File: config.mk
export PLATFORM = sky130hd
export DESIGN_NAME = rlmg_ram
export DESIGN_NICKNAME = d
export VERILOG_FILES = /design/src/rlmg_ram.sv
export SDC_FILE = /design/constraint.sdc
export NUM_CORES = 1
export LEC_CHECK = 0
export ABC_AREA = 1
export BUFFER_PORTS_ARGS = -buffer_cell sky130_fd_sc_hd__buf_2
export CAP_MARGIN = 20
export CORE_AREA = 2 2 400 402
export DETAILED_ROUTE_END_ITERATION = 10
export DIE_AREA = 0 0 402 404
export MAX_ROUTING_LAYER = met4
export PLACE_DENSITY_LB_ADDON = 0.15
export SLEW_MARGIN = 0
export SYNTH_ARGS = -nofsm -noshare
export SYNTH_HDL_FRONTEND = slang
export SYNTH_SLANG_ARGS = --single-unit
File: constraint.sdc
create_clock -name i_clk -period 10.8 [get_ports i_clk]
set_clock_uncertainty 0.15 [all_clocks]
set_input_delay 2.16 -clock i_clk [delete_from_list [all_inputs] [get_ports i_clk]]
set_output_delay 2.16 -clock i_clk [all_outputs]
set_load 0.05 [all_outputs]
File: src/rlmg_ram.sv
`timescale 1ns / 1ps
// ----------------------------------------------------------------------------
// rlmg_ram
// Generic simple dual-port RAM, one write and one registered read port.
// ----------------------------------------------------------------------------
module rlmg_ram #(
    parameter int  DATA_W = 24,
    parameter int  DEPTH  = 64,
    localparam int AW     = $clog2(DEPTH)
) (
    input  logic              i_clk,
    input  logic              i_we,
    input  logic [AW-1:0]     i_waddr,
    input  logic [DATA_W-1:0] i_wdata,
    input  logic              i_re,
    input  logic [AW-1:0]     i_raddr,
    output logic [DATA_W-1:0] o_rdata
);
    logic [DATA_W-1:0] mem [DEPTH];

    // write port
    always_ff @(posedge i_clk) begin
        if (i_we) begin
            mem[i_waddr] <= i_wdata;
        end
    end

    // registered read port
    always_ff @(posedge i_clk) begin
        if (i_re) begin
            o_rdata <= mem[i_raddr];
        end
    end
endmodule

==> results of run 1 <==
## cells in the final DEF, fill, tap and decap left out, types with 8 or more instances in the layout
cell	synthesis	final
nand3_1	1303	1303
clkinv_2	0	32
clkbuf_16	0	173
nand4_1	9	9
bufinv_16	0	10
clkbuf_1	64	35
nor2_4	0	12
nor4_2	0	8
nand2_1	1944	1944
diode_2	0	14
edfxtp_1	1560	1560
clkinv_1	1	43
buf_4	30	111
nor2_2	0	44
buf_2	169	58
## logic make-up (layout without fill, tap and decap cells)
family,Yosys count,count (layout)
and+or+nand+nor,3320,3320
DFF,1560,1560
buffers and inverters,350,497
other,0,14
## layer usage
| metal | GRT usage | share of wire | up-vias | routed length [um] |
|---|---|---|---|---|
| li1 | - | - | 18521 | - |
| met1 | 0.3486 | 0.44 | 20493 | 86270 |
| met2 | 0.3684 | 0.46 | 1590 | 89180 |
| met3 | 0.04391 | 0.080 | 244 | 15570 |
| met4 | 0.06292 | 0.024 | 0 | 4702 |
| met5 | - | 0 | - | 0 |
## synthesized netlist by cell type
cell,instances,share of area
buf_6,44,0.0079
buf_1,27,0.0016
inv_1,9,0.00054
edfxtp_1,1560,0.74
clkinv_1,1,0.000060
nand3_1,1303,0.10
nor2_1,56,0.0033
nand4_1,9,0.00089
buf_8,4,0.00095
inv_2,1,0.000060
inv_4,1,0.000099
nand2_1,1944,0.12
buf_2,169,0.013
buf_4,30,0.0036
clkbuf_1,64,0.0038
nor4_1,8,0.00079
## stage by stage
step	total power, uW	instances	worst slack [ns]
after floorplan	7320	5230	5.148
after global placement	7722	7142	4.699
after detailed placement	7723	7144	4.684
after CTS	13200	7448	5.526
after global routing	13500	7460	5.279
final	13110	7463	5.334
## tightest hold or removal path, delay by kind of cell (launching register included)
family	cells	cell delay, ns
flops	1	0.32
simple gates	8	0.46
## cell type report
type | count | area [um^2] | area share
diodes | 14 | 35.03 | 0.0004968
clock buffers | 208 | 4461 | 0.06325
clock inverters | 96 | 762.0 | 0.01081
inverters | 12 | 78.83 | 0.001118
multi-input cells | 3320 | 14390 | 0.2040
flip-flops and latches | 1560 | 46840 | 0.6643
well taps | 2072 | 2592 | 0.03676
repair buffers | 181 | 1359 | 0.01927
## report_power, final
part           internal (uW)  total, uW  leakage (uW)  switching, uW
logic                    177        856       0.00838            679
registers               6720       6740        0.0141           23.6
clock network           3160       5520       0.00256           2350
total                  10100      13100        0.0250           3060
## path summary, 6_finish.rpt
path,from,endpoint,slack [ns]
max,i_raddr[0],o_rdata[19],5.33
min,mem[46][5],o_rdata[5],0.73
max reg2reg,mem[23][1],o_rdata[1],8.68
min reg2reg,mem[46][5],o_rdata[5],0.73
## registers in the layout, summed over array words and instances, names as in the netlist
name and count:
mem 1536, o_rdata 24
==> reports/qor.yml, run 1 <==
outcome: "finished, final reports clean"
fill_cells: 14485
hold_path_depth: 8
clk_pin_slew_ns: 0.06
arrival_ns: 5.97
synth_xor_area_frac: 0
clk_latency_ns: 0.79
antenna_found_initial: 20
globalplace.congestion: 0.8396
end_kind: "flip-flop"
dieArea_um2: 162400
overflow: 0
worst_pin_slew_ns: 1.166
placed_area_um2: 65230
crit_buf_inv: 4
rsz0062_at_grt: "no"
fin_crit_ns: 5.466
critical-path-top-delay-family: "buffers and inverters"
synth_top_family_by_area: "simple AND/OR/NAND/NOR gates"
ir_worst_vdd_mv: 0.1325
ys_types: 16
hold_violations: 0
initial_utilization: 0.3991
cts_resized: 0
hp-class: "reg -> reg"
worst_ep_required_time_ns: 11.30
setup-violations-final: 0
die_x_um: 402
synth-simple-area-share: 0.2244
routedWlPerCell_um: 26.23
seq_area_frac_synth: 0.7436
grt_use_total: 0.2462
io_pins: 63
crit_fanout: 168
fmax_mhz: 183.0
drcViolationCount: 0
htreeDepth: 4
hpwlAfterDp_mm: 101.2
postCtsHoldBufs: 0
synth_fa_ha_area_frac: 0
design_area_um2: 70520
vias_per_cell: 5.473
maxCapViolations: 0
die_y_um: 404
start_kind: "input port"
numCtsBuffers: 167
cts.path.max_buffers: 3
drive_gt1_frac: 0.08853
synthCells: 5230
holdWs_ns: 0.7285
post_cts_buffers: 0
yosysWarnings: 0
p_leak_uw: 0.02500
grt_pass1_wl_mm: 281.7
nets: 5281
dr.pass1.iters: 5
netlist_area_um2: 63000
cp_slowest_cell: "buf_4"
cpPeakStageDelay_ns: 0.70
drv_slew: 0
syn_avg_cell_area_um2: 12.05
drt-total-wl_mm: 195.7
fin_tns_setup_ns: 0
synthMuxAreaShare: 0
dr_total_vias: 40848
cts-root-buf: "clkbuf_16"
crit_chain: "buf_8 -> inv_16 -> buf_12 -> buf_4 -> nand2_1 -> nand3_1 -> nand3_1 -> nand2_1 -> nand2_1 -> nand3_1 -> nand3_1 -> nand2_1"
synth_compound_gate_area_share: 0
cts_tree: "done"
placementRows: 146
cp.depth: 12
reg2reg_depth: 8
ant_nets: 0
cts_sinks: 1560
crit_type: "in -> reg"
grt_max_degree: 171
utilization: 0.4468
syn-num-nets: 5269
finalCritPeriodShare: 0.5061
syn_to_final_growth_pct: 11.94
grt_pass1_vias: 38582
io_buffers: 62
ys_ff_latch: 1560
core_um2: 157800
p_per_area_nw_per_um2: 186.0
slew_headroom: 0.2211
drt_iter0_drc: 4772
No activity file was read; power rests on OpenSTA's default activity.
==> inputs of run 2 (changes only) <==
Settings changed: ABC_AREA 1 to 0, CORE_AREA 2 2 400 402 to 2 2 389 391, DIE_AREA 0 0 402 404 to 0 0 391 393.
Clock period 10.8 ns to 5.1 ns, I/O delays scaled along.
==> run 2 against run 1 <==
First-iteration DRC count decreased by 31%. Sequential share of layout area increased by 1.9 points. Via count decreased by 30%. Critical path depth decreased by 5. Non-clock buffer count increased by 30. Global-route usage decreased by 3.0 points. Setup slack got worse by 3.5 ns. Synthesized cell count decreased by 50%. Sequential power increased by 110%. Die area decreased by 5.4%. Clock power increased by 110%. Critical path type unchanged.
==> reports/qor.yml, run 2 <==
r2r_start: "mem[55][11]"  # was mem[23][1]
core_um2: 149200  # was 157800 um^2
worst_ep_required_time_ns: 5.60  # was 11.30 ns
numCtsBuffers: 163  # was 167
ys.flop_type: "edfxtp_1"  # unchanged
synth_top_area_frac: 0.7868  # was 0.7436
final_common_cell: "edfxtp_1"  # was nand2_1
io_buffers: 62  # unchanged
cp_slowest_cell: "a221oi_1"  # was buf_4
dr.pass1.iters: 6  # was 5
p_leak_uw: 0.02147  # was 0.02500 uW
cts_sinks: 1560  # unchanged
initial_utilization: 0.3989  # was 0.3991
top_register: "mem"  # unchanged
postSynth.asyncResetShare: 0  # unchanged
fill_cells: 12337  # was 14485
cpPeakStageDelay_ns: 0.90  # was 0.70 ns
multi_input_area_um2: 12160  # was 14390 um^2
postCtsHoldBufs: 0  # unchanged
nets: 2883  # was 5281
antenna_found_initial: 7  # was 20
slew_headroom: 0.2435  # was 0.2211
cts_resized: 0  # unchanged
drive_gt1_frac: 0.3096  # was 0.08853
critical-path-top-delay-family: "buffers and inverters"  # unchanged
syn_to_final_growth_pct: 15.09  # was 11.94%
hpwlAfterDp_mm: 92.36  # was 101.2 mm
post_cts_buffers: 0  # unchanged
syn_avg_cell_area_um2: 22.81  # was 12.05 um^2
ir_worst_vdd_mv: 0.3401  # was 0.1325 mV
htreeDepth: 4  # unchanged
clk_latency_ns: 0.79  # about the same
dr_total_vias: 28495  # was 40848
grt_use_total: 0.2158  # was 0.2462
dp.cells: 4614  # was 7144
instances_no_fill: 4924  # was 7463
netlist_area_um2: 59540  # was 63000 um^2
synthCells: 2610  # was 5230
ys_types: 39  # was 16
clk_pin_slew_ns: 0.06  # about the same
largest_reg_flops: 1536  # unchanged
dieArea_um2: 153700  # was 162400 um^2
vias_per_cell: 5.787  # was 5.473
overflow: 0  # unchanged
rsz0062_at_grt: "no"  # unchanged
hold_violations: 0  # unchanged
seqCellArea_um2: 46840  # unchanged
yosysTopAreaCell: "edfxtp_1"  # unchanged
globalplace.congestion: 0.7997  # was 0.8396
total_power_uw: 27400  # was 13110 uW
die_y_um: 393  # was 404 um
crit_top_cell: "buf_4"
grt_max_degree: 73  # was 171
outcome: "finished, final reports clean"  # unchanged
mostFrequentLayoutCells: "edfxtp_1 (1560), mux4_2 (355), clkbuf_16 (168), buf_4 (125), mux2i_1 (95)"  # was nand2_1 (1944), edfxtp_1 (1560), nand3_1 (1303), clkbuf_16 (173), buf_4 (111)
crit_chain: "buf_8 -> buf_12 -> buf_4 -> buf_4 -> mux2i_1 -> a221oi_1 -> o21a_1"  # was buf_8 -> inv_16 -> buf_12 -> buf_4 -> nand2_1 -> nand3_1 -> nand3_1 -> nand2_1 -> nand2_1 -> nand3_1 -> nand3_1 -> nand2_1
crit_buf_inv: 4  # unchanged
ys_ff_latch: 1560  # unchanged
end_kind: "flip-flop"  # unchanged
fin_crit_ns: 3.294
drt-total-wl_mm: 158.9  # was 195.7 mm
critPathLaunch: "i_raddr[2]"  # was i_raddr[0]
fin_tns_setup_ns: 0  # unchanged
yosysMostFrequentCell: "edfxtp_1"  # was nand2_1
ant_nets: 0  # unchanged
die_x_um: 391  # was 402 um
syn-num-nets: 2649  # was 5269
finalCritPeriodShare: 0.6458
setup-violations-final: 0  # unchanged
crit_fanout: 47  # was 168
grt_pass1_wl_mm: 225.1  # was 281.7 mm
post_synth_most_frequent_cells: "edfxtp_1 (1560), mux4_2 (355), mux2i_1 (95)"  # was nand2_1 (1944), edfxtp_1 (1560), nand3_1 (1303)
top_regs: "mem: 1536 flops, o_rdata: 24 flops"  # unchanged
p_per_area_nw_per_um2: 399.9  # was 186.0 nW/um^2
yosysWarnings: 0  # unchanged
start_kind: "input port"  # unchanged
arrival_ns: 3.79  # was 5.97 ns
cts.path.max_buffers: 3  # unchanged
placementRows: 142  # was 146
drcViolationCount: 0  # unchanged
crit_type: "in -> reg"  # unchanged
drt_iter0_drc: 3285  # was 4772
maxCapViolations: 0  # unchanged
synthTopCellsByArea: "edfxtp_1 (79%), mux4_2 (13%), mux2i_1 (1.6%)"  # was edfxtp_1 (74%), nand2_1 (12%), nand3_1 (10%)
worst_pin_slew_ns: 1.132  # was 1.166 ns
grt_pass1_vias: 29245  # was 38582
cts-root-buf: "clkbuf_16"  # unchanged
synth-edff-count: 1560  # unchanged
cts_tree: "done"  # unchanged
seq_area_frac_synth: 0.7868  # was 0.7436
routedWlPerCell_um: 32.28  # was 26.23 um
hp-class: "in -> reg"  # was reg -> reg
fmax_mhz: 303.6
io_pins: 63  # unchanged
drv_slew: 0  # unchanged
hold_start: "i_wdata[9]"  # was mem[46][5]
## run 2: changes by cell type after synthesis, moves of 29 or more
cell      delta
mux2i_1     +95
mux4_2     +355
nand2_1   -1908
o22ai_1     +53
buf_2      -124
buf_6       -36
nand3_1   -1283
mux2_2      +53
a22oi_1     +29
a221oi_1    +52
## run 2: layout make-up
| class | instances | area share |
|---|---|---|
| clock inverter | 105 | 0.01419 |
| clock buffer | 194 | 0.06278 |
| antenna | 2 | 0.00007304 |
| sequential | 1560 | 0.6837 |
| multi-input combinational | 906 | 0.1775 |
| tap | 1944 | 0.03550 |
| inverter | 2 | 0.0001096 |
| timing repair buffer | 211 | 0.02613 |
## run 2: per-layer routing
metal,routed length (um),GRT usage,vias up
met3,9138,0.03452,199
met2,76380,0.3347,960
met4,2930,0.04970,0
met1,70480,0.3026,15700
li1,-,-,11636
met5,0,-,-
## run 2: kinds of logic (layout without fill, tap and decap cells)
logic type             Yosys count  in the layout  share of synthesized area
flip-flops                    1560           1560                     0.7868
multiplexers                   503            503                     0.1603
AO/OA/AOI/OAI                  207            207                    0.02432
AND/OR/NAND/NOR                196            196                    0.01551
buffers and inverters          144            512                    0.01305
other                            0              2                          0
## run 2: report_power, final
part,internal [uW],switching (uW)
logic,489,893
clock network,6830,4910
registers,14200,54.1
## run 2: path summary, 6_finish.rpt
| path | endpoint | slack, ns | cells after the start |
|---|---|---|---|
| worst max register to register | o_rdata[11] | 2.48 | 6 |
| worst min-delay path | mem[22][9] | 0.38 | 1 |
| worst max-delay path | o_rdata[2] | 1.81 | 7 |
| worst min register to register | o_rdata[5] | 0.83 | 4 |
## run 2: per-stage QoR
step | setup WS (ns) | util | hold WS (ns) | instance area (um^2)
after global placement | 0.7029 | 0.4221 | 0.8495 | 63000
after global routing | 1.754 | 0.4591 | 0.3674 | 68520
after CTS | 1.704 | 0.4577 | 0.3162 | 68310
after detailed placement | 0.8549 | 0.4224 | 0.8343 | 63040
after floorplan | 1.333 | - | 0.6993 | 59540
final | 1.806 | 0.4591 | 0.3757 | 68520
## run 2: worst reg2reg max path, delay by kind of cell, from the launching register on
kind            cells  cell delay [ns]
buf+inv             1             0.23
compound gates      3             0.87
mux                 2             0.79
flops               1             0.36
