### src/rlmg_pkg.sv
`timescale 1ns / 1ps
// ----------------------------------------------------------------------------
// rlmg_pkg
// Shared constants, types and the root-of-two table for the loudness
// matching gain block.
// ----------------------------------------------------------------------------
package rlmg_pkg;

    localparam int SAMPLE_BITS = 24;
    localparam int BLOCK_MAX   = 64;
    localparam int CNT_W       = 7;
    localparam int ADDR_W      = 6;
    localparam int ENERGY_W    = 53;
    localparam int ENV_W       = 25;
    localparam int GAIN_W      = 25;
    localparam int LOUD_W      = 31;
    localparam int KT_W        = 42;
    localparam int CFG_IDX_W   = 3;
    localparam int CFG_DATA_W  = 24;

    localparam logic [LOUD_W-1:0] ONE30      = 31'h4000_0000;
    localparam logic [GAIN_W-1:0] GAIN_MAX   = 25'h1FF_FFFF;
    localparam logic [GAIN_W-1:0] UNITY_GAIN = 25'h001_0000;

    // register indexes of the configuration port
    localparam logic [CFG_IDX_W-1:0] CFG_AUTO_GAIN_ON      = 3'd0;
    localparam logic [CFG_IDX_W-1:0] CFG_GAIN_SMOOTHING    = 3'd1;
    localparam logic [CFG_IDX_W-1:0] CFG_ATTACK_COEFF      = 3'd2;
    localparam logic [CFG_IDX_W-1:0] CFG_RELEASE_COEFF     = 3'd3;
    localparam logic [CFG_IDX_W-1:0] CFG_RMS_FLOOR         = 3'd4;
    localparam logic [CFG_IDX_W-1:0] CFG_LOUDNESS_EXPONENT = 3'd5;

    typedef struct packed {
        logic        auto_gain_on;
        logic [15:0] gain_smoothing;
        logic [15:0] attack_coeff;
        logic [15:0] release_coeff;
        logic [23:0] rms_floor;
        logic [15:0] loudness_exponent;
    } t_cfg;

    typedef struct packed {
        logic                start;
        logic [ENERGY_W-1:0] dividend;
        logic [LOUD_W-1:0]   divisor;
    } t_div_req;

    typedef struct packed {
        logic                done;
        logic [ENERGY_W-1:0] quotient;
    } t_div_rsp;

    typedef struct packed {
        logic                start;
        logic                clear;
        logic [CNT_W-1:0]    count;
        logic [ENERGY_W-1:0] original_energy;
        logic [ENERGY_W-1:0] effect_energy;
    } t_math_req;

    typedef struct packed {
        logic            done;
        logic [KT_W-1:0] gain_step;
    } t_math_rsp;

    typedef logic [15:0][LOUD_W-1:0] t_root_tab;

    // bit-pair integer square root, used at elaboration only
    function automatic logic [63:0] f_isqrt64(input logic [63:0] v);
        logic [63:0] r;
        logic [63:0] b;
        logic [63:0] t;
        r = '0;
        b = 64'h4000_0000_0000_0000;
        t = v;
        for (int i = 0; i < 32; i++) begin
            if (t >= r + b) begin
                t = t - (r + b);
                r = (r >> 1) + b;
            end else begin
                r = r >> 1;
            end
            b = b >> 2;
        end
        return r;
    endfunction

    // entry k holds 2^(-2^(k-16)) in Q1.30
    function automatic t_root_tab f_root_tab();
        t_root_tab   tab;
        logic [63:0] w;
        w = f_isqrt64(64'h0800_0000_0000_0000);
        tab[15] = w[LOUD_W-1:0];
        for (int k = 14; k >= 0; k--) begin
            w = f_isqrt64({3'b0, tab[k+1], 30'b0});
            tab[k] = w[LOUD_W-1:0];
        end
        return tab;
    endfunction

    localparam t_root_tab ROOT_TAB = f_root_tab();

endpackage

### src/rlmg_div.sv
`timescale 1ns / 1ps
// ----------------------------------------------------------------------------
// rlmg_div
// Restoring radix-2 divider, one quotient bit per cycle.
// ----------------------------------------------------------------------------
module rlmg_div (
    input  logic               i_clk,
    input  logic               i_rst_n,
    input  rlmg_pkg::t_div_req i_req,
    output rlmg_pkg::t_div_rsp o_rsp
);
    import rlmg_pkg::*;

    localparam int STEP_W = $clog2(ENERGY_W);

    logic                r_busy;
    logic                r_done;
    logic [STEP_W-1:0]   r_step;
    logic [ENERGY_W-1:0] r_q;
    logic [LOUD_W-1:0]   r_rem;
    logic [LOUD_W-1:0]   r_dvs;

    logic [LOUD_W:0] shifted;
    logic [LOUD_W:0] diff;
    logic            ge;

    // trial subtract
    always_comb begin
        shifted = {r_rem, r_q[ENERGY_W-1]};
        diff    = shifted - {1'b0, r_dvs};
        ge      = shifted >= {1'b0, r_dvs};
    end

    // iterate
    always_ff @(posedge i_clk) begin
        if (!i_rst_n) begin
            r_busy <= 1'b0;
            r_done <= 1'b0;
            r_step <= '0;
        end else begin
            r_done <= 1'b0;
            if (i_req.start) begin
                r_busy <= 1'b1;
                r_step <= '0;
                r_q    <= i_req.dividend;
                r_rem  <= '0;
                r_dvs  <= i_req.divisor;
            end else if (r_busy) begin
                r_rem <= ge ? diff[LOUD_W-1:0] : shifted[LOUD_W-1:0];
                r_q   <= {r_q[ENERGY_W-2:0], ge};
                r_step <= r_step + 1'b1;
                if (r_step == STEP_W'(ENERGY_W - 1)) begin
                    r_busy <= 1'b0;
                    r_done <= 1'b1;
                end
            end
        end
    end

    assign o_rsp.done     = r_done;
    assign o_rsp.quotient = r_q;
endmodule

### config.mk
export PLATFORM = sky130hd
export DESIGN_NAME = rlmg_div
export DESIGN_NICKNAME = d
export VERILOG_FILES = /design/src/rlmg_pkg.sv /design/src/rlmg_div.sv
export SDC_FILE = /design/constraint.sdc
export NUM_CORES = 1
export LEC_CHECK = 0
export ABC_AREA = 0
export BUFFER_PORTS_ARGS = -buffer_cell sky130_fd_sc_hd__buf_4
export CAP_MARGIN = 30
export CORE_MARGIN = 2
export CORE_UTILIZATION = 40
export CTS_BUF_LIST = sky130_fd_sc_hd__clkbuf_16
export DETAILED_ROUTE_END_ITERATION = 16
export GPL_ROUTABILITY_DRIVEN = 1
export SYNTH_ARGS = -nofsm -noshare
export SYNTH_HDL_FRONTEND = slang
export SYNTH_SLANG_ARGS = --single-unit
### constraint.sdc
create_clock -name i_clk -period 7.6 [get_ports i_clk]
set_clock_uncertainty 0.1 [all_clocks]
set_input_delay 1.9 -clock i_clk [delete_from_list [all_inputs] [get_ports i_clk]]
set_output_delay 1.9 -clock i_clk [all_outputs]
set_load 0.01 [all_outputs]
==> results of run 1 <==
state kept, by name, summed over array words and instances, names as in the netlist:
name and flops:
r_q 53, r_step 6, r_dvs 31, r_done 1, r_busy 1, r_rem 31
final cells by class:
type	count	area, µm²
multi-input combinational	365	2800
fill	1466	7890
clock buffer	17	425
inverter	42	158
tap	220	275
sequential	123	3610
timing repair buffer	145	1120
clock inverter	15	184
power groups by stage:
stage,Combinational (µW),Clock (µW),Sequential [µW]
floorplan,305,0,852
detailed placement,434,0,848
global route,488,889,842
CTS,437,864,836
finish,437,841,835
global placement,426,0,848
per-stage QoR:
stage	worst slack [ns]	instance area (µm²)	hold slack [ns]	std cells	utilization, %
after global placement	3.94	7920	0.370	893	48.1
after floorplan	2.96	6680	0.354	552	-
final	4.17	8580	0.425	927	52.1
after detailed placement	3.89	7920	0.403	893	48.1
after global routing	3.92	8580	0.442	927	52.1
after CTS	3.86	8530	0.414	925	51.8
synthesized netlist by cell type, drive strengths merged, types with 2 or more instances:
library cell | number | area share [%]
edfxtp | 115 | 52
mux2 | 53 | 8.9
nor2 | 51 | 2.9
inv | 42 | 2.4
ha | 33 | 6.2
a21oi | 29 | 2.2
mux2i | 23 | 3.4
nand2 | 23 | 1.3
o21ai | 17 | 1.3
xor2 | 15 | 2.0
xnor2 | 14 | 1.8
clkbuf | 13 | 0.73
nand3 | 11 | 0.82
a21o | 10 | 1.1
buf | 9 | 1.0
a211oi | 8 | 1.3
dfxtp | 8 | 2.4
nand4 | 6 | 0.56
nor3 | 6 | 0.45
o211ai | 6 | 0.67
nor2b | 5 | 0.47
o21a | 5 | 0.56
or3 | 5 | 0.47
a21boi | 4 | 0.45
a31oi | 4 | 0.37
nand2b | 4 | 0.37
o31ai | 4 | 0.45
and3 | 3 | 0.28
nand3b | 2 | 0.22
o21bai | 2 | 0.22
o221ai | 2 | 0.26
o22ai | 2 | 0.19
or2 | 2 | 0.19
cell usage in the layout, fill, tap and decap left out, drive strengths merged, types with 3 or more instances in the layout:
cell type and n:
buf 145, edfxtp 115, mux2 53, nor2 51, inv 49, ha 33
a21oi 29, nand2 23, mux2i 23, clkbuf 17, o21ai 17, xor2 15
xnor2 14, nand3 11, a21o 10, dfxtp 8, a211oi 8, o211ai 6
nand4 6, nor3 6, nor2b 5, or3 5, o21a 5, a21boi 4
nand2b 4, a31oi 4, o31ai 4, clkinv 4, and3 3, bufinv 3
cells by family after synthesis:
logic type	count (synthesis)	synth area share (%)
flops	123	54.1
xor+xnor	29	3.80
compound gates	101	10.1
mux	76	12.4
fa+ha+maj	34	6.48
simple gates	125	9.03
buf+inv	64	4.10
per-layer routing:
layer / global-route usage [%] / share of wire (%) / up-vias / wire, µm
li1: - / - / 2322 / -
met1: 21.1 / 43 / 2229 / 6390
met2: 27.8 / 46 / 157 / 6830
met3: 7.99 / 9.9 / 9 / 1470
met4: 4.26 / 0.88 / 0 / 130
met5: 0 / 0 / - / 0
worst min-delay path, cell delays in order, from the launching register on:
cell,delay [ns]
dfxtp_1,0.32
o21ai_0,0.08
a21oi_1,0.07
how the worst min path moves through the flow:
stage	end	slack, ns	start	depth (start not counted)
CTS	r_step[5]$_SDFFE_PP0P_	0.41	r_step[5]$_SDFFE_PP0P_	2
finish	r_step[5]$_SDFFE_PP0P_	0.42	r_step[5]$_SDFFE_PP0P_	2
detailed placement	r_step[5]$_SDFFE_PP0P_	0.40	r_step[5]$_SDFFE_PP0P_	2
global route	r_step[5]$_SDFFE_PP0P_	0.44	r_step[5]$_SDFFE_PP0P_	2
global placement	r_step[5]$_SDFFE_PP0P_	0.37	r_step[5]$_SDFFE_PP0P_	2
floorplan	r_step[5]$_SDFFE_PP0P_	0.35	r_step[5]$_SDFFE_PP0P_	2
==> metrics.md, run 1 <==
| Metric | Value |
|---|---|
| Outcome | completed |
| Initial DRC count | 239 |
| Most frequent CP cell | nor2_1 |
| Area Overhead vs Synth | 28.4% |
| Core Rows | 47 |
| Power per Cell Area | 246 nW/µm² |
| Worst Tran Pin Value | 0.671 ns |
| Period utilisation layout | 45.1% |
| PortBufs | 140 |
| Critical path launch point | r_q[52]$_DFFE_PP_ |
| Antenna violations before repair | 0 |
| Total wire length | 14.8 mm |
| Reg clk slew, reported paths | 0.06 ns |
| Worst r2r dst | r_rem[2]$_SDFFCE_PP0P_ |
| WS Path Type | flop to flop |
| Cell count of the worst reg-to-reg path | 13 |
| Required time of the worst setup path | 7.65 ns |
| Hold Crit Class | flop to flop |
| Synthesis-stage register bit count | 123 |
| R2r setup slk | 4.17 ns |
| VDD IR-drop max | 168 µV |
| Clock Tree Buf Depth | 2 |
| Leak Pwr | 0.00359 µW |
| Sequential power share | 39.5% |
| Antenna Violating Nets Remaining | 0 |
| Chip Height | 133 µm |
| Clock Power Share | 39.8% |
| Pwr Total | 2110 µW |
| Final setup violation count | 0 |
| GR Overflow Total | 0 |
| Layout cell share with drive strength beyond 1 | 33.9% |
| Routed wire per std cell | 16.0 µm |
| Core area | 16500 µm² |
| Final Wtd Congestion | 0.838 |
| Final min period | 3.43 ns |
| Hold Vio Cnt, Final | 0 |
| Drt drc | 0 |
| First-pass detailed-route iteration total | 4 |
| Combinational power share | 20.7% |
| Highest-delay cell along the critical path | or2_2 |
| R2r startpoint | r_q[52]$_DFFE_PP_ |
| Syn_area_per_cell | 12.1 µm² |
| Unique cell type count in the Yosys netlist | 54 |
| Synth Cell Area | 6680 µm² |
| Crit path to | r_rem[2]$_SDFFCE_PP0P_ |
| Psw | 573 µW |
| Slew headroom | 55.1% |
| Unrepaired setup endpoints after global routing | false |
| Clock sinks | 123 |
| Worst setup EP type | flop |
| Critical path fanouts, max | 23 |
| Post-synth EDFFs | 115 |
| Synth Net Count | 673 |
| TNS Setup | 0 ns |
| Antenna diodes | 0 |
| Clock Tree Root | clkbuf_16 |
| Top FF cell, synth | edfxtp_1 |
| Final slew viol count | 0 |
| Worst path depth | 13 |
| CP arrival | 3.48 ns |
| Cts bufs inserted | 17 |
| Clk Latency, worst-skew pair | 0.41 ns |
| Vias per inst | 5.09 |
| Register area share after synthesis | 54.1% |
| Dpl hpwl | 10.4 mm |
| Largest net degree at the start of global routing | 86 |
| Cell-by-cell trace of the critical path | inv_1 > ha_1 > fa_1 > nand2b_1 > a21oi_1 > and4bb_2 > nor2_1 > o21ai_1 > a31oi_1 > or2_2 > buf_12 > mux2i_1 > nor2_1 |
| Syn Inst Count | 552 |
| # IOs | 141 |
| Die area | 17800 µm² |
| Via Count | 4717 |
| CP peak stage delay | 0.42 ns |
| Global-route wire length before repair | 24.2 mm |
| Die width | 133 µm |
| Async set-reset flop share out of synthesis | 0% |
| Synth warnings | 0 |
| Post-CTS Setup Bufs | 0 |
| Final net count | 815 |
| Hold Buf Count CTS | 0 |
| P_int | 1540 µW |
| Worst Path Buf+Inv | 2 |
| TritonCTS clock tree | done |
| F_max | 0.292 GHz |
| Vias in the first global route | 4849 |
| H-tree levels | 4 |
| Startpoint types | flop |
| Sw Share | 27.1% |
| GRT Total Usage | 17.3% |
| Critical path's top delay family | simple AND/OR/NAND/NOR gates |
| Max_cap viols | 0 |
| Initial Util | 40.6% |
| Resized Gates After CTS | 0 |
Power figures use the tool's default switching activity.
==> run 2: changes to the inputs <==
==> constraint.sdc (replaced) <==
create_clock -name i_clk -period 3.3 [get_ports i_clk]
set_clock_uncertainty 0.1 [all_clocks]
set_input_delay 0.825 -clock i_clk [delete_from_list [all_inputs] [get_ports i_clk]]
set_output_delay 0.825 -clock i_clk [all_outputs]
set_load 0.01 [all_outputs]
==> run 2 against run 1 <==
Via count rose by 1.8%. Critical path depth is 2 lower. Wire length rose by 4.8%. Highest routed layer unchanged. Fmax is 11% higher. Hold slack lost 0.024 ns. Sequential power increased by 130%. Worst setup slack lost 4.0 ns. Flip-flop and latch count did not move. Total power up 130%. Die area unchanged. Global-route usage grew 0.49 points. Count of clock-buffer cells in the layout unchanged.
==> metrics.md, run 2 (synthesis results as in run 1) <==
| Metric | Value |
|---|---|
| CP arrival | 3.16 ns |
| Most Used Layer, Global Route | met2 |
| Antenna violations before repair | 0 |
| Chip Height | 133 µm |
| TNS Setup | 0 ns |
| Period utilisation layout | 93.6% |
| Final net count | 825 |
| Routed wire per std cell | 16.6 µm |
| Core Rows | 47 |
| Max_cap viols | 0 |
| Global-route wire length before repair | 24.9 mm |
| Hold Vio Cnt, Final | 0 |
| Critical path fanouts, max | 11 |
| Met1 GRT Util | 21.1% |
| Final Wtd Congestion | 0.806 |
| Final slew viol count | 0 |
| Met2 Use GR | 29.5% |
| Initial DRC count | 236 |
| TritonCTS clock tree | done |
| Outcome | completed |
| Leak Pwr | 0.00364 µW |
| Core area | 16500 µm² |
| Startpoint types | flop |
| Antenna Violating Nets Remaining | 0 |
| Most frequent CP cell | nor2_1 |
| GR Overflow Total | 0 |
| Clock sinks | 123 |
| Die width | 133 µm |
| Top flop regs | r_q (53), r_dvs (31), r_rem (31) |
| F_max | 0.324 GHz |
| Layout cell share with drive strength beyond 1 | 35.6% |
| Drt drc | 0 |
| Via Count | 4800 |
| Clock Tree Buf Depth | 2 |
| Clock Tree Root | clkbuf_16 |
| Hold Slack | 0.401 ns |
| Required time of the worst setup path | 3.37 ns |
| First-pass detailed-route iteration total | 4 |
| CP peak stage delay | 0.40 ns |
| Cell-by-cell trace of the critical path | ha_1 > a211oi_2 > nor2_1 > and4bb_4 > nor2_1 > o21ai_1 > a31oi_1 > or2_4 > buf_4 > clkbuf_16 > mux2_2 |
| Most flops, register | r_q |
| Clk Latency, worst-skew pair | 0.42 ns |
| Hold Buf Count CTS | 0 |
| Cts bufs inserted | 17 |
| Slew headroom | 66.1% |
| Dpl hpwl | 11.2 mm |
| Antenna diodes | 0 |
| H-tree levels | 4 |
| Worst Path Buf+Inv | 2 |
| Final min period | 3.09 ns |
| WS Path Type | flop to flop |
| Critical path's top delay family | simple AND/OR/NAND/NOR gates |
| Vias in the first global route | 5047 |
| PortBufs | 140 |
| Hold Crit Class | flop to flop |
| # IOs | 141 |
| Unrepaired setup endpoints after global routing | false |
| Commonest non-fill, non-tap cell in the layout | buf_4 |
| Area Overhead vs Synth | 30.3% |
| VDD IR-drop max | 390 µV |
| Worst setup EP type | flop |
| FILL cells | 1467 |
| GRT Total Usage | 17.7% |
| Largest net degree at the start of global routing | 55 |
| Most frequent cells in the layout | buf_4 (149), edfxtp_1 (115), mux2_2 (53), nor2_1 (51), inv_1 (44) |
| Power per Cell Area | 556 nW/µm² |
| Final setup violation count | 0 |
| Highest-delay cell along the critical path | and4bb_4 |
| Initial Util | 40.6% |
| Worst Tran Pin Value | 0.507 ns |
| Total wire length | 15.5 mm |
| Max reg flops | 53 |
| Reg clk slew, reported paths | 0.06 ns |
| Vias per inst | 5.12 |
| Met3 GRT Util | 7.19% |
| Die area | 17800 µm² |
==> run 2: per-layer routing <==
layer | share of wire, % | up-vias
met4 | 1.2 | 0
met5 | 0 | -
met3 | 9.1 | 13
met2 | 47 | 166
met1 | 42 | 2275
li1 | - | 2346
==> run 2: worst paths after layout <==
check                                       startpoint                      to  slack, ns  cells past startpoint
worst max-delay path            r_rem[6]$_SDFFCE_PP0P_        r_q[0]$_DFFE_PP_       0.21                     11
worst min-delay path            r_step[5]$_SDFFE_PP0P_  r_step[5]$_SDFFE_PP0P_       0.40                      2
worst max register to register  r_rem[6]$_SDFFCE_PP0P_        r_q[0]$_DFFE_PP_       0.21                     11
worst min register to register  r_step[5]$_SDFFE_PP0P_  r_step[5]$_SDFFE_PP0P_       0.40                      2
==> run 2: metrics by stage <==
step                      cell area (µm²)  worst slack, ns  total power (µW)  instances  utilization, %
after global routing                 8700           0.0156              5060        937            52.8
after detailed placement             8050           0.0857              3000        902            48.9
after CTS                            8630           0.0663              4850        934            52.4
final                                8700            0.213              4840        937            52.8
after global placement               8050            0.188              2980        902            48.9
after floorplan                      6680            0.331              2660        552               -
==> run 2: tightest hold or removal path, cell delays in order, from the launching register on <==
cell and delay (ns):
dfxtp_1 0.32, o21ai_0 0.07, a21oi_1 0.06
==> run 2: power by group <==
part           internal (µW)  switching [µW]  total, µW
Sequential              1860            60.5       1920
Combinational            528             557       1090
Clock                   1110             719       1830
==> run 2: cell type report <==
cell class | instances | area (µm²) | share of cell area [%]
tap | 220 | 275 | 3.16
inverter | 42 | 158 | 1.81
timing repair buffer | 155 | 1240 | 14.3
clock inverter | 15 | 151 | 1.74
clock buffer | 17 | 425 | 4.89
sequential | 123 | 3610 | 41.5
multi-input combinational | 365 | 2840 | 32.6
==> run 2: timing repair <==
action,CTS,global route
resized for setup,0,9
buffers inserted,0,2
endpoints found under the hold margin,0,0
endpoints found under the setup margin,0,28
==> run 3: changes to the inputs <==
--- a/config.mk
+++ b/config.mk
@@ -5,10 +5,9 @@
 export SDC_FILE = /design/constraint.sdc
 export NUM_CORES = 1
 export LEC_CHECK = 0
-export ABC_AREA = 0
+export ABC_AREA = 1
 export BUFFER_PORTS_ARGS = -buffer_cell sky130_fd_sc_hd__buf_4
 export CAP_MARGIN = 30
-export CORE_MARGIN = 2
 export CORE_UTILIZATION = 40
 export CTS_BUF_LIST = sky130_fd_sc_hd__clkbuf_16
 export DETAILED_ROUTE_END_ITERATION = 16
==> run 3 against run 2 <==
The flow now finishes with violations (DRC). Total power increased by 0.68%. Count of clock-buffer cells in the layout is the same. Combinational power up 6%. Critical path depth rose by 5. Sequential share of layout area shrank 3.1 points. Wire length is 21% higher. Critical path type unchanged.
==> metrics.md, run 3 <==
| Metric | Value |
|---|---|
| Outcome | finished, violations left |
| Failing checks | DRC |
| Vias in the first global route | 6345 |
| Resized Gates After CTS | 0 |
| CP arrival | 2.91 ns |
| Initial Util | 41.4% |
| Met3 GRT Util | 6.09% |
| Clock Tree Root | clkbuf_16 |
| Cts bufs inserted | 17 |
| PortBufs | 140 |
| Initial DRC count | 382 |
| Commonest non-fill, non-tap cell in the layout | nand2_1 |
| Core Util, Final | 51.6% |
| Synthesis-stage register bit count | 123 |
| Final Wtd Congestion | 0.939 |
| Syn Inst Count | 992 |
| Critical path's top delay family | simple AND/OR/NAND/NOR gates |
| TritonCTS clock tree | done |
| VDD IR-drop max | 336 µV |
| Die width | 139 µm |
| Leak Pwr | 0.00483 µW |
| Post-Synth Simple-Gate Area | 31.8% |
| DP Area | 8840 µm² |
| Antenna Violating Nets Remaining | 0 |
| Count leader, synth | nand2_1 |
| Hold Crit Class | flop to flop |
| Required time of the worst setup path | 3.38 ns |
| Hold Vio Cnt, Final | 0 |
| H-tree levels | 4 |
| Die area | 19400 µm² |
| Antenna violations before repair | 0 |
| Register area share after synthesis | 48.0% |
| Compound-Gate Fraction of Synth Area | 3.45% |
| Met1 GRT Util | 26.7% |
| Unrepaired setup endpoints after global routing | false |
| Multiplexer area fraction after synthesis | 0% |
| Highest-delay cell along the critical path | fa_1 |
| Area Overhead vs Synth | 24.7% |
| TNS Setup | 0 ns |
| Final slew viol count | 0 |
| Reg clk slew, reported paths | 0.06 ns |
| Synth Net Count | 1113 |
| Final setup violation count | 0 |
| Hold Buf Count CTS | 0 |
| Cell-by-cell trace of the critical path | inv_1 > ha_1 > fa_1 > inv_1 > nand2_1 > nand2_1 > nand3_1 > nand2_2 > nand2_2 > nand3_2 > nand2_2 > nand2_2 > inv_1 > buf_4 > nor2_1 > nor2_1 |
| F_max | 0.353 GHz |
| Worst setup EP type | flop |
| Synthesized-area fraction occupied by adder cells | 5.75% |
| CP peak stage delay | 0.40 ns |
| Final net count | 1259 |
| First-pass detailed-route iteration total | 13 |
| GR Overflow Total | 0 |
| Layout cell share with drive strength beyond 1 | 17.4% |
| Post-synth top area cell | edfxtp_1 |
| Max_cap viols | 0 |
| Top cell type's share of synthesized area | 45.8% |
| Global-route wire length before repair | 30.9 mm |
| Drt drc | 2 |
| Total wire length | 18.8 mm |
| Async set-reset flop share out of synthesis | 0% |
| Top flop regs | r_q (53), r_dvs (31), r_rem (31) |
| Antenna diodes | 0 |
| Core area | 18200 µm² |
| Synth area leaders | edfxtp_1 (46%), nand2_1 (20%), inv_1 (7.9%) |
| Dpl hpwl | 13.8 mm |
| Clock Tree Buf Depth | 2 |
| Largest net degree at the start of global routing | 58 |
| FILL cells | 1756 |
| GRT Total Usage | 20.3% |
| Post-synth EDFFs | 115 |
| Vias per inst | 4.67 |
| WS Path Type | flop to flop |
| Syn_area_per_cell | 7.60 µm² |
| Max reg flops | 53 |
| Xor/xnor cell area share of the yosys netlist | 1.63% |
| Routed wire per std cell | 13.6 µm |
| Startpoint types | flop |
| Synth warnings | 0 |
| Synth Cell Area | 7530 µm² |
| # IOs | 141 |
| Unique cell type count in the Yosys netlist | 34 |
| Clk Latency, worst-skew pair | 0.43 ns |
| Worst Tran Pin Value | 0.640 ns |
| Chip Height | 139 µm |
| Most frequent CP cell | nand2_2 |
| Worst Path Buf+Inv | 4 |
| Pwr Total | 4870 µW |
| Largest family of logic cells by synthesized area | simple AND/OR/NAND/NOR gates |
| Met2 Use GR | 32.3% |
| Most frequent cells in the layout | nand2_1 (406), inv_1 (157), buf_4 (150), edfxtp_1 (115), nor2_1 (110) |
| Slew headroom | 57.3% |
| Clock sinks | 123 |
| Period utilisation layout | 85.8% |
| Critical path fanouts, max | 17 |
| Finished Cell Area | 9400 µm² |
| Top FF cell, synth | edfxtp_1 |
| Most flops, register | r_q |
| Final min period | 2.83 ns |
| Via Count | 6438 |
| Most Used Layer, Global Route | met2 |
| Core Rows | 49 |
| Post-CTS Setup Bufs | 0 |
| Post-synth top cells | nand2_1 (406), inv_1 (158), edfxtp_1 (115), nor2_1 (110) |
| Power per Cell Area | 518 nW/µm² |
-- run 3: changes by cell type after synthesis, moves of 11 or more --
cell      previous run  this run
nand2_1             23       406
inv_1               42       158
nor2_1              51       110
mux2_2              53         0
mux2i_1             23         0
nand3_1             11        33
xnor2_1             14         2
nand3b_1             2        13
-- run 3: final cells by class --
cell class	count	area, µm²	share of cell area [%]
clock buffer	17	425	4.53
clock inverter	15	129	1.37
inverter	158	593	6.31
multi-input combinational	688	3220	34.3
sequential	123	3610	38.5
tap	229	287	3.05
timing repair buffer	150	1130	12.0
-- run 3: final timing paths --
kind	start	to	slack [ns]	cells past startpoint
setup / recovery	r_q[52]$_DFFE_PP_	r_rem[8]$_SDFFCE_PP0P_	0.47	16
setup reg to reg	r_q[52]$_DFFE_PP_	r_rem[8]$_SDFFCE_PP0P_	0.47	16
hold reg to reg	r_step[5]$_SDFFE_PP0P_	r_step[5]$_SDFFE_PP0P_	0.36	1
hold / removal	r_step[5]$_SDFFE_PP0P_	r_step[5]$_SDFFE_PP0P_	0.36	1
-- run 3: routing by layer --
layer	routed length [µm]	vias up
li1	-	3381
met1	8840	2854
met2	8430	192
met3	1310	11
met4	177	0
met5	0	-
-- run 3: cell families after synthesis --
logic type      after synthesis
compound gates               51
xor+xnor                     14
fa+ha+maj                    34
buf+inv                     181
flops                       123
simple gates                589
-- run 3: stage by stage --
step	std cells	hold WS, ns	setup slack, ns
after CTS	1380	0.362	0.465
after detailed placement	1348	0.345	0.491
final	1380	0.362	0.470
after floorplan	992	0.322	0.252
after global routing	1380	0.395	0.274
after global placement	1348	0.344	0.623
-- run 3: report_power, final --
part           internal (µW)  total, µW  switching, µW
clock                    989       1800            810
sequential              1860       1920           59.4
combinational            438       1150            713
